--- config.mk ---
export PLATFORM = sky130hd
export DESIGN_NAME = hsv_to_rgb_convert
export DESIGN_NICKNAME = d
export VERILOG_FILES = /design/src/rtl/hsvrgb_pkg.sv /design/src/rtl/hsvrgb_split.sv /design/src/rtl/hsvrgb_levels.sv /design/src/rtl/hsv_to_rgb_convert.sv
export VERILOG_INCLUDE_DIRS = /design/src /design/src/rtl
export SDC_FILE = /design/constraint.sdc
export NUM_CORES = 1
export LEC_CHECK = 0
export ABC_AREA = 1
export BUFFER_PORTS_ARGS = -buffer_cell sky130_fd_sc_hd__buf_2
export CAP_MARGIN = 20
export CORE_MARGIN = 3
export CORE_UTILIZATION = 45
export DETAILED_ROUTE_END_ITERATION = 16
export GPL_TIMING_DRIVEN = 1
export HOLD_SLACK_MARGIN = 0.08
export PLACE_DENSITY = 0.71
export SLEW_MARGIN = 20
export SYNTH_ARGS = -nofsm -noshare
export SYNTH_HDL_FRONTEND = slang
export SYNTH_SLANG_ARGS = --single-unit
--- constraint.sdc ---
create_clock -name i_clk -period 14.62 [get_ports i_clk]
set_input_delay 2.924 -clock i_clk [delete_from_list [all_inputs] [get_ports i_clk]]
set_output_delay 2.924 -clock i_clk [all_outputs]
set_load 0.005 [all_outputs]
--- src/rtl/hsv_to_rgb_convert_defines.svh ---
// Assertion macros for the HSV to RGB colour converter.
// Used by the top level only; needs a clock named i_clk and a reset named i_rst_n.
`ifndef HSV_TO_RGB_CONVERT_DEFINES_SVH
`define HSV_TO_RGB_CONVERT_DEFINES_SVH

// Same-cycle implication, switched off while reset is held
`define HSVRGB_ASSERT_NOW(label, ante, cons, msg) \
    label: assert property (@(posedge i_clk) disable iff (!i_rst_n) (ante) |-> (cons)) \
        else $error(msg);

// Next-cycle implication, switched off while reset is held
`define HSVRGB_ASSERT_NEXT(label, ante, cons, msg) \
    label: assert property (@(posedge i_clk) disable iff (!i_rst_n) (ante) |=> (cons)) \
        else $error(msg);

// Next-cycle implication that also holds across reset
`define HSVRGB_ASSERT_NEXT_RST(label, ante, cons, msg) \
    label: assert property (@(posedge i_clk) (ante) |=> (cons)) \
        else $error(msg);

`endif

--- src/rtl/hsvrgb_pkg.sv ---
// Shared types, constants and helper functions of the HSV to RGB converter.
// No dependencies; imported by every RTL module of the block.
package hsvrgb_pkg;

    // Full-scale level and its integer form for elaboration-time sums
    localparam logic [7:0] LevelMax    = 8'd255;
    localparam int         LevelMaxInt = 255;
    localparam int         NumSectors  = 6;

    // Sector selector advance: add two, or take four off above four
    localparam logic [2:0] SlotWrapAbove = 3'd4;
    localparam logic [2:0] SlotBack      = 3'd4;
    localparam logic [2:0] SlotFwd       = 3'd2;

    // Level selector codes
    localparam logic [2:0] SelFullA  = 3'd1;
    localparam logic [2:0] SelFullB  = 3'd2;
    localparam logic [2:0] SelFall   = 3'd3;
    localparam logic [2:0] SelFloorA = 3'd4;
    localparam logic [2:0] SelFloorB = 3'd5;
    localparam logic [2:0] SelRise   = 3'd6;

    typedef struct packed {
        logic [7:0] hue;
        logic [7:0] saturation;
        logic [7:0] brightness_value;
    } t_hsv_in;

    typedef struct packed {
        logic [7:0] red;
        logic [7:0] green;
        logic [7:0] blue;
    } t_rgb_out;

    // Fields carried unchanged down the pipe
    typedef struct packed {
        logic [2:0] sel_r;
        logic [2:0] sel_g;
        logic [2:0] sel_b;
        logic       grey;
        logic [7:0] val;
    } t_carry;

    // Sector split stage output
    typedef struct packed {
        t_carry     carry;
        logic [7:0] rem;
        logic [7:0] sat;
    } t_split;

    // Level stage output: floor level and the two products still to scale
    typedef struct packed {
        t_carry      carry;
        logic [7:0]  floor_lvl;
        logic [15:0] fall_prod;
        logic [15:0] rise_prod;
    } t_lvl;

    // Load enables of the three level stages
    typedef struct packed {
        logic s2;
        logic s3;
        logic s4;
    } t_lvl_en;

    // Truncating divide by 255 for products up to 255*255
    function automatic logic [7:0] div255(input logic [15:0] x);
        logic [16:0] sum;
        sum = {1'b0, x} + {9'd0, x[15:8]} + 17'd1;
        return sum[15:8];
    endfunction

    function automatic logic [2:0] next_slot(input logic [2:0] s);
        return (s > SlotWrapAbove) ? (s - SlotBack) : (s + SlotFwd);
    endfunction

endpackage

--- src/rtl/hsvrgb_split.sv ---
// Stage 1: scales the hue by six, splits it into sector and remainder,
// and works out the three channel selectors. Depends on hsvrgb_pkg.
module hsvrgb_split (
    input  logic                i_clk,
    input  logic                i_en,
    input  hsvrgb_pkg::t_hsv_in i_data,
    output hsvrgb_pkg::t_split  o_data
);
    import hsvrgb_pkg::*;

    logic [10:0] scaled;
    logic [2:0]  quo;
    logic [10:0] quo_x255;
    logic [2:0]  s_r, s_b, s_g;
    t_split      n_split;
    t_split      r_split;

    // Sector by threshold compares, remainder by subtracting sector * 255
    always_comb begin
        scaled = {1'b0, i_data.hue, 2'b00} + {2'b00, i_data.hue, 1'b0};
        quo    = '0;
        for (int k = 1; k <= NumSectors; k++) begin
            if (scaled >= 11'(k * LevelMaxInt)) begin
                quo = 3'(k);
            end
        end
        quo_x255 = {quo, 8'd0} - {8'd0, quo};
        s_r      = next_slot(quo);
        s_b      = next_slot(s_r);
        s_g      = next_slot(s_b);

        n_split.carry.sel_r = s_r;
        n_split.carry.sel_g = s_g;
        n_split.carry.sel_b = s_b;
        n_split.carry.grey  = (i_data.saturation == '0);
        n_split.carry.val   = i_data.brightness_value;
        n_split.rem         = 8'(scaled - quo_x255);
        n_split.sat         = i_data.saturation;
    end

    always_ff @(posedge i_clk) begin
        if (i_en) begin
            r_split <= n_split;
        end
    end

    assign o_data = r_split;

endmodule

--- src/rtl/hsvrgb_levels.sv ---
// Stages 2 to 4: saturation products, scaling by 1/255, and the products
// with value that give the falling and rising levels. Depends on hsvrgb_pkg.
module hsvrgb_levels (
    input  logic                i_clk,
    input  hsvrgb_pkg::t_lvl_en i_en,
    input  hsvrgb_pkg::t_split  i_data,
    output hsvrgb_pkg::t_lvl    o_data
);
    import hsvrgb_pkg::*;

    // Stage 2 registers
    t_carry      r_c2;
    logic [15:0] r_p_fall, r_p_rise, r_p_floor;
    // Stage 3 registers
    t_carry      r_c3;
    logic [7:0]  r_a_fall, r_a_rise, r_floor3;
    // Stage 4 registers
    t_lvl        r_lvl;

    logic [15:0] n_p_fall, n_p_rise, n_p_floor;
    logic [7:0]  n_a_fall, n_a_rise, n_floor3;
    t_lvl        n_lvl;

    // Stage 2: rem * sat, sat * (255 - rem), val * (255 - sat)
    always_comb begin
        n_p_fall  = i_data.rem * i_data.sat;
        n_p_rise  = i_data.sat * (LevelMax - i_data.rem);
        n_p_floor = i_data.carry.val * (LevelMax - i_data.sat);
    end

    always_ff @(posedge i_clk) begin
        if (i_en.s2) begin
            r_c2      <= i_data.carry;
            r_p_fall  <= n_p_fall;
            r_p_rise  <= n_p_rise;
            r_p_floor <= n_p_floor;
        end
    end

    // Stage 3: scale down, and take the fall and rise terms from full scale
    always_comb begin
        n_a_fall = LevelMax - div255(r_p_fall);
        n_a_rise = LevelMax - div255(r_p_rise);
        n_floor3 = div255(r_p_floor);
    end

    always_ff @(posedge i_clk) begin
        if (i_en.s3) begin
            r_c3     <= r_c2;
            r_a_fall <= n_a_fall;
            r_a_rise <= n_a_rise;
            r_floor3 <= n_floor3;
        end
    end

    // Stage 4: products with value
    always_comb begin
        n_lvl.carry     = r_c3;
        n_lvl.floor_lvl = r_floor3;
        n_lvl.fall_prod = r_c3.val * r_a_fall;
        n_lvl.rise_prod = r_a_rise * r_c3.val;
    end

    always_ff @(posedge i_clk) begin
        if (i_en.s4) begin
            r_lvl <= n_lvl;
        end
    end

    assign o_data = r_lvl;

endmodule

--- src/rtl/hsv_to_rgb_convert.sv ---
// Top level of the HSV to RGB converter: pipeline control, final scaling,
// channel selection and output register. Depends on hsvrgb_pkg and the two stage modules.
//
//  channel   handshake                         payload
//  input     i_in_valid  / o_in_ready         i_in_data  (t_hsv_in)
//  output    o_out_valid / i_out_ready        o_out_data (t_rgb_out)
//
// Five register stages: a transaction passes from the split stage through the level
// stages to the output register, and one can enter every cycle while the pipe has room.
// Each stage holds while the one after it is full and stalled; empty stages
// still fill, so input is taken while a result waits on the output.
// Reset clears the valid bits only; data registers are not reset.
`include "hsv_to_rgb_convert_defines.svh"

module hsv_to_rgb_convert (
    input  logic                 i_clk,
    input  logic                 i_rst_n,
    input  logic                 i_in_valid,
    output logic                 o_in_ready,
    input  hsvrgb_pkg::t_hsv_in  i_in_data,
    output logic                 o_out_valid,
    input  logic                 i_out_ready,
    output hsvrgb_pkg::t_rgb_out o_out_data
);
    import hsvrgb_pkg::*;

    localparam int NumStages = 5;

    logic [NumStages-1:0] r_vld, n_vld;
    logic [NumStages-1:0] en;
    t_split               split_q;
    t_lvl                 lvl_q;
    t_lvl_en              lvl_en;
    t_rgb_out             r_out, n_out;
    logic [7:0]           fall_lvl, rise_lvl;

    // Stage enables: a stage loads when empty or when its contents move on
    always_comb begin
        en[NumStages-1] = !r_vld[NumStages-1] || i_out_ready;
        for (int k = NumStages - 2; k >= 0; k--) begin
            en[k] = !r_vld[k] || en[k+1];
        end
    end

    always_comb begin
        n_vld[0] = en[0] ? i_in_valid : r_vld[0];
        for (int k = 1; k < NumStages; k++) begin
            n_vld[k] = en[k] ? r_vld[k-1] : r_vld[k];
        end
    end

    always_ff @(posedge i_clk) begin
        if (!i_rst_n) begin
            r_vld <= '0;
        end else begin
            r_vld <= n_vld;
        end
    end

    assign o_in_ready  = en[0];
    assign o_out_valid = r_vld[NumStages-1];

    hsvrgb_split u_split (
        .i_clk  (i_clk),
        .i_en   (en[0]),
        .i_data (i_in_data),
        .o_data (split_q)
    );

    assign lvl_en.s2 = en[1];
    assign lvl_en.s3 = en[2];
    assign lvl_en.s4 = en[3];

    hsvrgb_levels u_levels (
        .i_clk  (i_clk),
        .i_en   (lvl_en),
        .i_data (split_q),
        .o_data (lvl_q)
    );

    function automatic logic [7:0] pick(input logic [2:0] sel, input logic [7:0] full,
                                        input logic [7:0] fall, input logic [7:0] flr,
                                        input logic [7:0] rise);
        logic [7:0] res;
        unique case (sel)
            SelFullA, SelFullB:   res = full;
            SelFall:              res = fall;
            SelFloorA, SelFloorB: res = flr;
            SelRise:              res = rise;
            default:              res = '0;
        endcase
        return res;
    endfunction

    // Stage 5: last scaling, per-channel selection, grey override
    always_comb begin
        fall_lvl = div255(lvl_q.fall_prod);
        rise_lvl = div255(lvl_q.rise_prod);
        if (lvl_q.carry.grey) begin
            n_out.red   = lvl_q.carry.val;
            n_out.green = lvl_q.carry.val;
            n_out.blue  = lvl_q.carry.val;
        end else begin
            n_out.red   = pick(lvl_q.carry.sel_r, lvl_q.carry.val, fall_lvl,
                               lvl_q.floor_lvl, rise_lvl);
            n_out.green = pick(lvl_q.carry.sel_g, lvl_q.carry.val, fall_lvl,
                               lvl_q.floor_lvl, rise_lvl);
            n_out.blue  = pick(lvl_q.carry.sel_b, lvl_q.carry.val, fall_lvl,
                               lvl_q.floor_lvl, rise_lvl);
        end
    end

    always_ff @(posedge i_clk) begin
        if (en[NumStages-1]) begin
            r_out <= n_out;
        end
    end

    assign o_out_data = r_out;

    // Checks
    `HSVRGB_ASSERT_NEXT_RST(a_rst_empty, !i_rst_n, !o_out_valid, "output valid straight after reset")
    `HSVRGB_ASSERT_NOW(a_ready_full, !o_in_ready, r_vld[0] && r_vld[NumStages-1] && !i_out_ready, "input stalled with room in the pipe")
    `HSVRGB_ASSERT_NEXT(a_grey_out, en[NumStages-1] && r_vld[NumStages-2] && lvl_q.carry.grey, (o_out_data.red == o_out_data.green) && (o_out_data.red == o_out_data.blue), "grey transaction gave unequal channels")

endmodule
==> results.py, run 1 <==
metrics = {
    "outcome": {
        "run_status": "complete, no violations",
    },
    "logic_synthesis": {
        "synth_fp_nets": 2751,
        "syn_area_mm2": 0.02055,
        "yosys.area_share.xor_xnor_pct": 3.366,
        "ys_seq_elements": 220,
        "synth_edf_count": 215,
        "synth-main-ff-cell": "edfxtp_1",
        "synth.avg_cell_area_um2": 8.925,
        "ys_seq_area_share_pct": 31.90,
        "synthMuxAreaShare_pct": 0,
        "ys_async_sr_fraction_pct": 0,
        "synth_compound_area_share_pct": 4.931,
        "synth_top_family_by_area": "adder cells",
        "ys_warn_count": 0,
        "synth-simple-area-share_pct": 17.04,
        "synthCells": 2303,
        "synthAdderAreaFrac_pct": 32.18,
        "ys_types": 45,
    },
    "worst_setup_path": {
        "cp.required_ps": 11700,
        "path_class": "input port to output port",
        "rrSetupSlack_ps": 9200,
        "worstSetupStartpointType": "input port",
        "rr_endpoint": "u_levels.r_p_rise[13]",
        "reg2reg_depth": 19,
        "regToRegStartpoint": "u_split.o_data[3]",
        "cp.arrival_ps": 5560,
        "critPathCaptureType": "output port",
        "path_max_fanout": 58,
    },
    "finish": {
        "fin_util_pct": 49.89,
        "fillCellCount": 4090,
        "fin_nets": 2778,
        "diodes": 0,
        "area_growth_pct": 8.504,
        "drive_gt1_share_pct": 6.556,
    },
    "floorplanning": {
        "die_w_um": 219.7,
        "core_mm2": 0.04470,
        "die_h_um": 219.7,
        "rows": 77,
        "dieArea_mm2": 0.04827,
        "initial_core_util_pct": 45.98,
        "pin_count": 54,
    },
    "hold_path": {
        "hold_path.class": "flop to flop",
        "min_from": "u_levels.r_c2[10]",
        "min_to": "u_levels.n_lvl[50]",
        "min_path_cells": 0,
    },
    "sta": {
        "finClkSkew_ps": 18.76,
        "period_needed_ps": 8485,
        "setup_ws_ps": 6135,
        "rsz0062_at_grt": "no",
        "setup_viol": 0,
        "setup_tns_ps": 0,
        "hold_violations": 0,
        "whs_ps": 416.3,
        "fmax_mhz": 117.9,
        "slew_viol_final": 0,
        "slew_headroom_pct": 40.68,
        "tightest_slew_ps": 888.8,
        "fin_crit_sh_pct": 58.04,
    },
    "route": {
        "drc": 0,
        "dr.pass1.iters": 5,
        "top_layer": "met4",
        "num_vias": 14870,
        "ant_nets": 0,
        "wl_per_cell_um": 14.24,
        "drt_iter0_drc": 901,
        "avgViaCountPerCell": 5.054,
        "met2_wirelength_mm": 19.95,
        "wl_met3_mm": 2.263,
        "wl_mm": 41.88,
        "drt-met1-wl_mm": 18.41,
    },
    "clock_network": {
        "worstSkewPairLatency_ps": 560,
        "cts_tree": "yes",
        "clk_pin_slew_ps": 60,
        "cts_buffer_depth": 3,
        "ctsRootBufferMaster": "clkbuf_16",
        "cts.sinks": 220,
        "cts_resized": 0,
        "cts_max_level": 1,
        "numCtsBuffers": 26,
        "hold_buffers": 0,
        "post_cts_buffers": 0,
    },
    "global_routing": {
        "grt.total_usage_pct": 17.75,
        "gr-total-overflow": 0,
        "grt_pass1_vias": 15070,
        "antenna_found_initial": 0,
        "grt_start_max_net_pins": 60,
        "grt_pass1_wl_mm": 70.81,
    },
    "placement": {
        "pre_cts_ws_ps": 6104,
        "place.gp.congestion": 0.8823,
        "dp_hpwl_mm": 32.95,
        "io_buffers": 53,
    },
    "flow_run": {
        "maxCapViolations": 0,
    },
}
-- routing by layer --
layer | vias to the layer above | track usage, %
met1 | 7100 | 23.12
met3 | 82 | 2.441
li1 | 7280 | -
met5 | - | 0
met4 | 0 | 5.366
met2 | 403 | 30.85
-- logic make-up after synthesis --
kind of cell	Yosys count
xor+xnor	79
buf+inv	579
flops	220
compound gates	176
simple gates	829
fa+ha+maj	420
-- final cells by class --
class	instances	area [um2]	area share (%)
clock inverters	18	207.7	0.9313
flip-flops and latches	220	6556	29.40
multi-input cells	1504	11840	53.07
repair buffers	58	302.8	1.358
inverters	520	1954	8.763
well taps	592	740.7	3.321
clock buffers	29	703.2	3.153
-- cell usage after synthesis (3+ instances only) --
cell type / n / share of area, %
a211oi_1: 4 / 0.15
a21oi_1: 93 / 2.3
buf_1: 3 / 0.055
clkbuf_1: 56 / 1.0
dfxtp_1: 5 / 0.49
edfxtp_1: 215 / 31
fa_1: 181 / 18
ha_1: 239 / 15
inv_1: 513 / 9.4
inv_2: 4 / 0.073
nand2_1: 513 / 9.4
nand2_2: 15 / 0.46
nand2_4: 4 / 0.22
nand3_1: 89 / 2.2
nand3_2: 4 / 0.19
nand3b_1: 21 / 0.77
nand4_1: 19 / 0.58
nor2_1: 137 / 2.5
nor2_2: 4 / 0.12
nor3_1: 12 / 0.29
nor4_1: 5 / 0.15
o211ai_1: 3 / 0.11
o21a_1: 3 / 0.11
o21ai_0: 39 / 0.95
o21ai_2: 3 / 0.13
o21bai_1: 9 / 0.33
o221ai_1: 3 / 0.13
o22ai_1: 9 / 0.27
or2_2: 3 / 0.091
xnor2_1: 22 / 0.94
xor2_1: 57 / 2.4
-- layout by cell type, fill, tap and decap left out, types with 2 or more instances in the layout --
cell type	netlist	final
fa_1	181	181
buf_4	0	5
o21ai_2	3	3
clkinv_2	0	4
inv_2	4	6
nor4_1	5	5
nand3_2	4	4
clkinv_4	0	3
dfxtp_1	5	5
nor2_2	4	4
inv_1	513	511
clkinv_1	2	3
o211ai_1	3	3
a21oi_1	93	93
nand3b_1	21	21
xor2_1	57	57
clkbuf_8	0	2
o21ai_0	39	39
nand4_1	19	19
xnor2_1	22	22
o2111ai_1	2	2
o221ai_1	3	3
nor3_2	0	3
a211oi_1	4	4
o21bai_1	9	9
nand2_4	4	4
or2_2	3	3
o22ai_1	9	9
nand2_2	15	15
clkbuf_16	0	27
nor3_1	12	9
inv_6	0	5
bufinv_16	0	3
o21a_1	3	3
edfxtp_1	215	215
ha_1	239	239
nand3_1	89	89
buf_2	0	53
nor2_1	137	137
nand2_1	513	513
-- how the worst max path moves through the flow --
stage / startpoint / end / slack [ps] / cells past startpoint
after floorplan: i_out_ready / o_in_ready / 5110 / 8
after global placement: i_out_ready / o_in_ready / 6110 / 12
after detailed placement: i_out_ready / o_in_ready / 6100 / 12
after CTS: i_out_ready / o_in_ready / 6100 / 12
after global routing: i_out_ready / o_in_ready / 5840 / 12
final: i_out_ready / o_in_ready / 6140 / 12
-- critical path, cell delays in order --
cell	delay (ps)
buf_2	70
nor2_1	30
inv_1	630
nor2_1	110
inv_2	70
buf_4	540
nor2_1	80
inv_1	80
buf_4	440
nor2_1	170
nand2_1	220
buf_2	160
-- flip-flops by register name, summed over array words and instances, names as in the netlist --
name	count
u_levels.o_data	56
u_levels.r_p_rise	16
u_levels.r_a_rise	8
u_levels.n_lvl	16
r_vld	5
o_out_data	24
u_levels.r_floor3	8
u_levels.r_a_fall	8
u_levels.r_p_fall	16
u_levels.r_p_floor	16
u_split.o_data	31
u_levels.r_c2	16
-- metrics by stage --
stage / cells / area, um2
after floorplan: 2303 / 20550
after global placement: 2894 / 21380
after detailed placement: 2894 / 21380
after CTS: 2941 / 22290
after global routing: 2941 / 22300
final: 2941 / 22300
Power of run 1 is left out: the tool's default activity adds up to more than one toggle a clock period on the data nets, which glitch-free logic cannot reach.
==> run 2: changes to the inputs <==
PLACE_DENSITY = 0.73   (was 0.71)
clock period = 7.3 ns   (was 14.62 ns; I/O delays follow)
==> run 2 against run 1 <==
Against the previous run:
- flip-flop and latch count stayed put
- core utilization fell by 0.32 points
- via count down 0.39%
- first-iteration DRC count is 8.1% lower
- critical endpoint is now u_levels.r_p_rise[13]
==> results.py, run 2 (synthesized netlist as in run 1, its figures left out) <==
metrics = {
    "global_routing": {
        "grt_start_max_net_pins": 58,
        "antenna_found_initial": 0,
        "grt_pass1_vias": 15190,
        "grt_pass1_wl_mm": 72.29,
        "gr-total-overflow": 0,
        "grt.total_usage_pct": 18.00,
    },
    "clock_network": {
        "cts.sinks": 220,
        "worstSkewPairLatency_ps": 550,
        "cts_tree": "yes",
        "cts_max_level": 1,
        "clk_pin_slew_ps": 70,
        "numCtsBuffers": 25,
        "hold_buffers": 0,
        "cts_buffer_depth": 3,
        "ctsRootBufferMaster": "clkbuf_16",
        "cts_resized": 0,
        "post_cts_buffers": 0,
    },
    "worst_setup_path": {
        "path_class": "flop to flop",
        "regToRegStartpoint": "u_split.o_data[3]",
        "path_max_fanout": 16,
        "critPathCaptureType": "flop",
        "cp.arrival_ps": 5670,
        "startpoint": "u_split.o_data[3]",
        "worstSetupStartpointType": "flop",
        "cp.required_ps": 7590,
    },
    "sta": {
        "setup_tns_ps": 0,
        "slew_viol_final": 0,
        "slew_headroom_pct": 27.94,
        "finClkSkew_ps": 16.06,
        "fin_crit_sh_pct": 73.63,
        "setup_viol": 0,
        "rsz0062_at_grt": "no",
        "hold_violations": 0,
        "fmax_mhz": 186.0,
        "tightest_slew_ps": 1073,
        "setup_ws_ps": 1925,
        "period_needed_ps": 5375,
    },
    "finish": {
        "drive_gt1_share_pct": 6.181,
        "largest_reg_flops": 56,
        "layout_common_cells": "nand2_1 (513), inv_1 (511), ha_1 (239)",
        "diodes": 0,
        "finalInstanceArea_mm2": 0.02216,
        "fin_nets": 2776,
        "final_common_cell": "nand2_1",
        "area_growth_pct": 7.811,
    },
    "flow_run": {
        "maxCapViolations": 0,
    },
    "floorplanning": {
        "die_h_um": 219.7,
        "pin_count": 54,
        "dieArea_mm2": 0.04827,
        "core_mm2": 0.04470,
        "initial_core_util_pct": 45.98,
        "rows": 77,
        "die_w_um": 219.7,
    },
    "route": {
        "wl_per_cell_um": 14.24,
        "num_vias": 14810,
        "ant_nets": 0,
        "drt_iter0_drc": 828,
        "avgViaCountPerCell": 5.040,
        "dr.pass1.iters": 5,
        "drc": 0,
        "wl_mm": 41.83,
    },
    "hold_path": {
        "hold_path.class": "flop to flop",
        "min_from": "u_levels.r_c2[5]",
    },
    "placement": {
        "place.gp.congestion": 0.9068,
        "place_area_mm2": 0.02137,
        "io_buffers": 53,
        "dp_hpwl_mm": 33.01,
        "pre_cts_ws_ps": 1871,
    },
    "outcome": {
        "run_status": "complete, no violations",
    },
}
-- run 2: through the flow --
step           utilization (%)  hold slack (ps)  std cells
2_1_floorplan                -            400.3       2303
3_3_place_gp             47.80            401.0       2893
3_5_place_dp             47.80            404.5       2893
4_1_cts                  49.55            392.2       2938
5_1_grt                  49.57            399.0       2938
6_report                 49.57            399.8       2938
-- run 2: final timing paths --
kind                                end  slack [ps]  depth (start not counted)
hold reg to reg      u_levels.n_lvl[45]         400                          0
hold / removal       u_levels.n_lvl[45]         400                          0
setup / recovery  u_levels.r_p_rise[13]        1920                         19
setup reg to reg  u_levels.r_p_rise[13]        1920                         19
-- run 2: cell type report --
cell class                 instances  area, um2
clock buffer                      27      633.1
clock inverter                    18      147.6
fill                            4047      22540
inverter                         520       1954
multi-input combinational       1504      11830
sequential                       220       6556
tap                              592      740.7
timing repair buffer              57      295.3
-- run 2: layer usage --
metal	vias to the layer above	wire length, um	global-route usage, %	share of wire [%]
met5	-	0	0	0
met4	0	1454	5.967	3.5
met3	90	2398	2.565	5.7
met2	446	19560	30.11	47
met1	7001	18420	24.19	44
li1	7270	-	-	-
-- run 2: critical path: stages (launching register included) --
cell	delay [ps]
edfxtp_1	830
clkinv_1	470
nor2_1	250
fa_1	450
ha_1	290
inv_1	60
fa_1	500
fa_1	540
inv_1	40
ha_1	350
nand2_1	70
o21ai_0	330
nand2_1	90
nand2_1	70
a21oi_1	90
o21ai_0	260
a21oi_1	100
nor2_1	100
nor2_1	50
xor2_1	150
Power of run 2 is left out for the same reason.
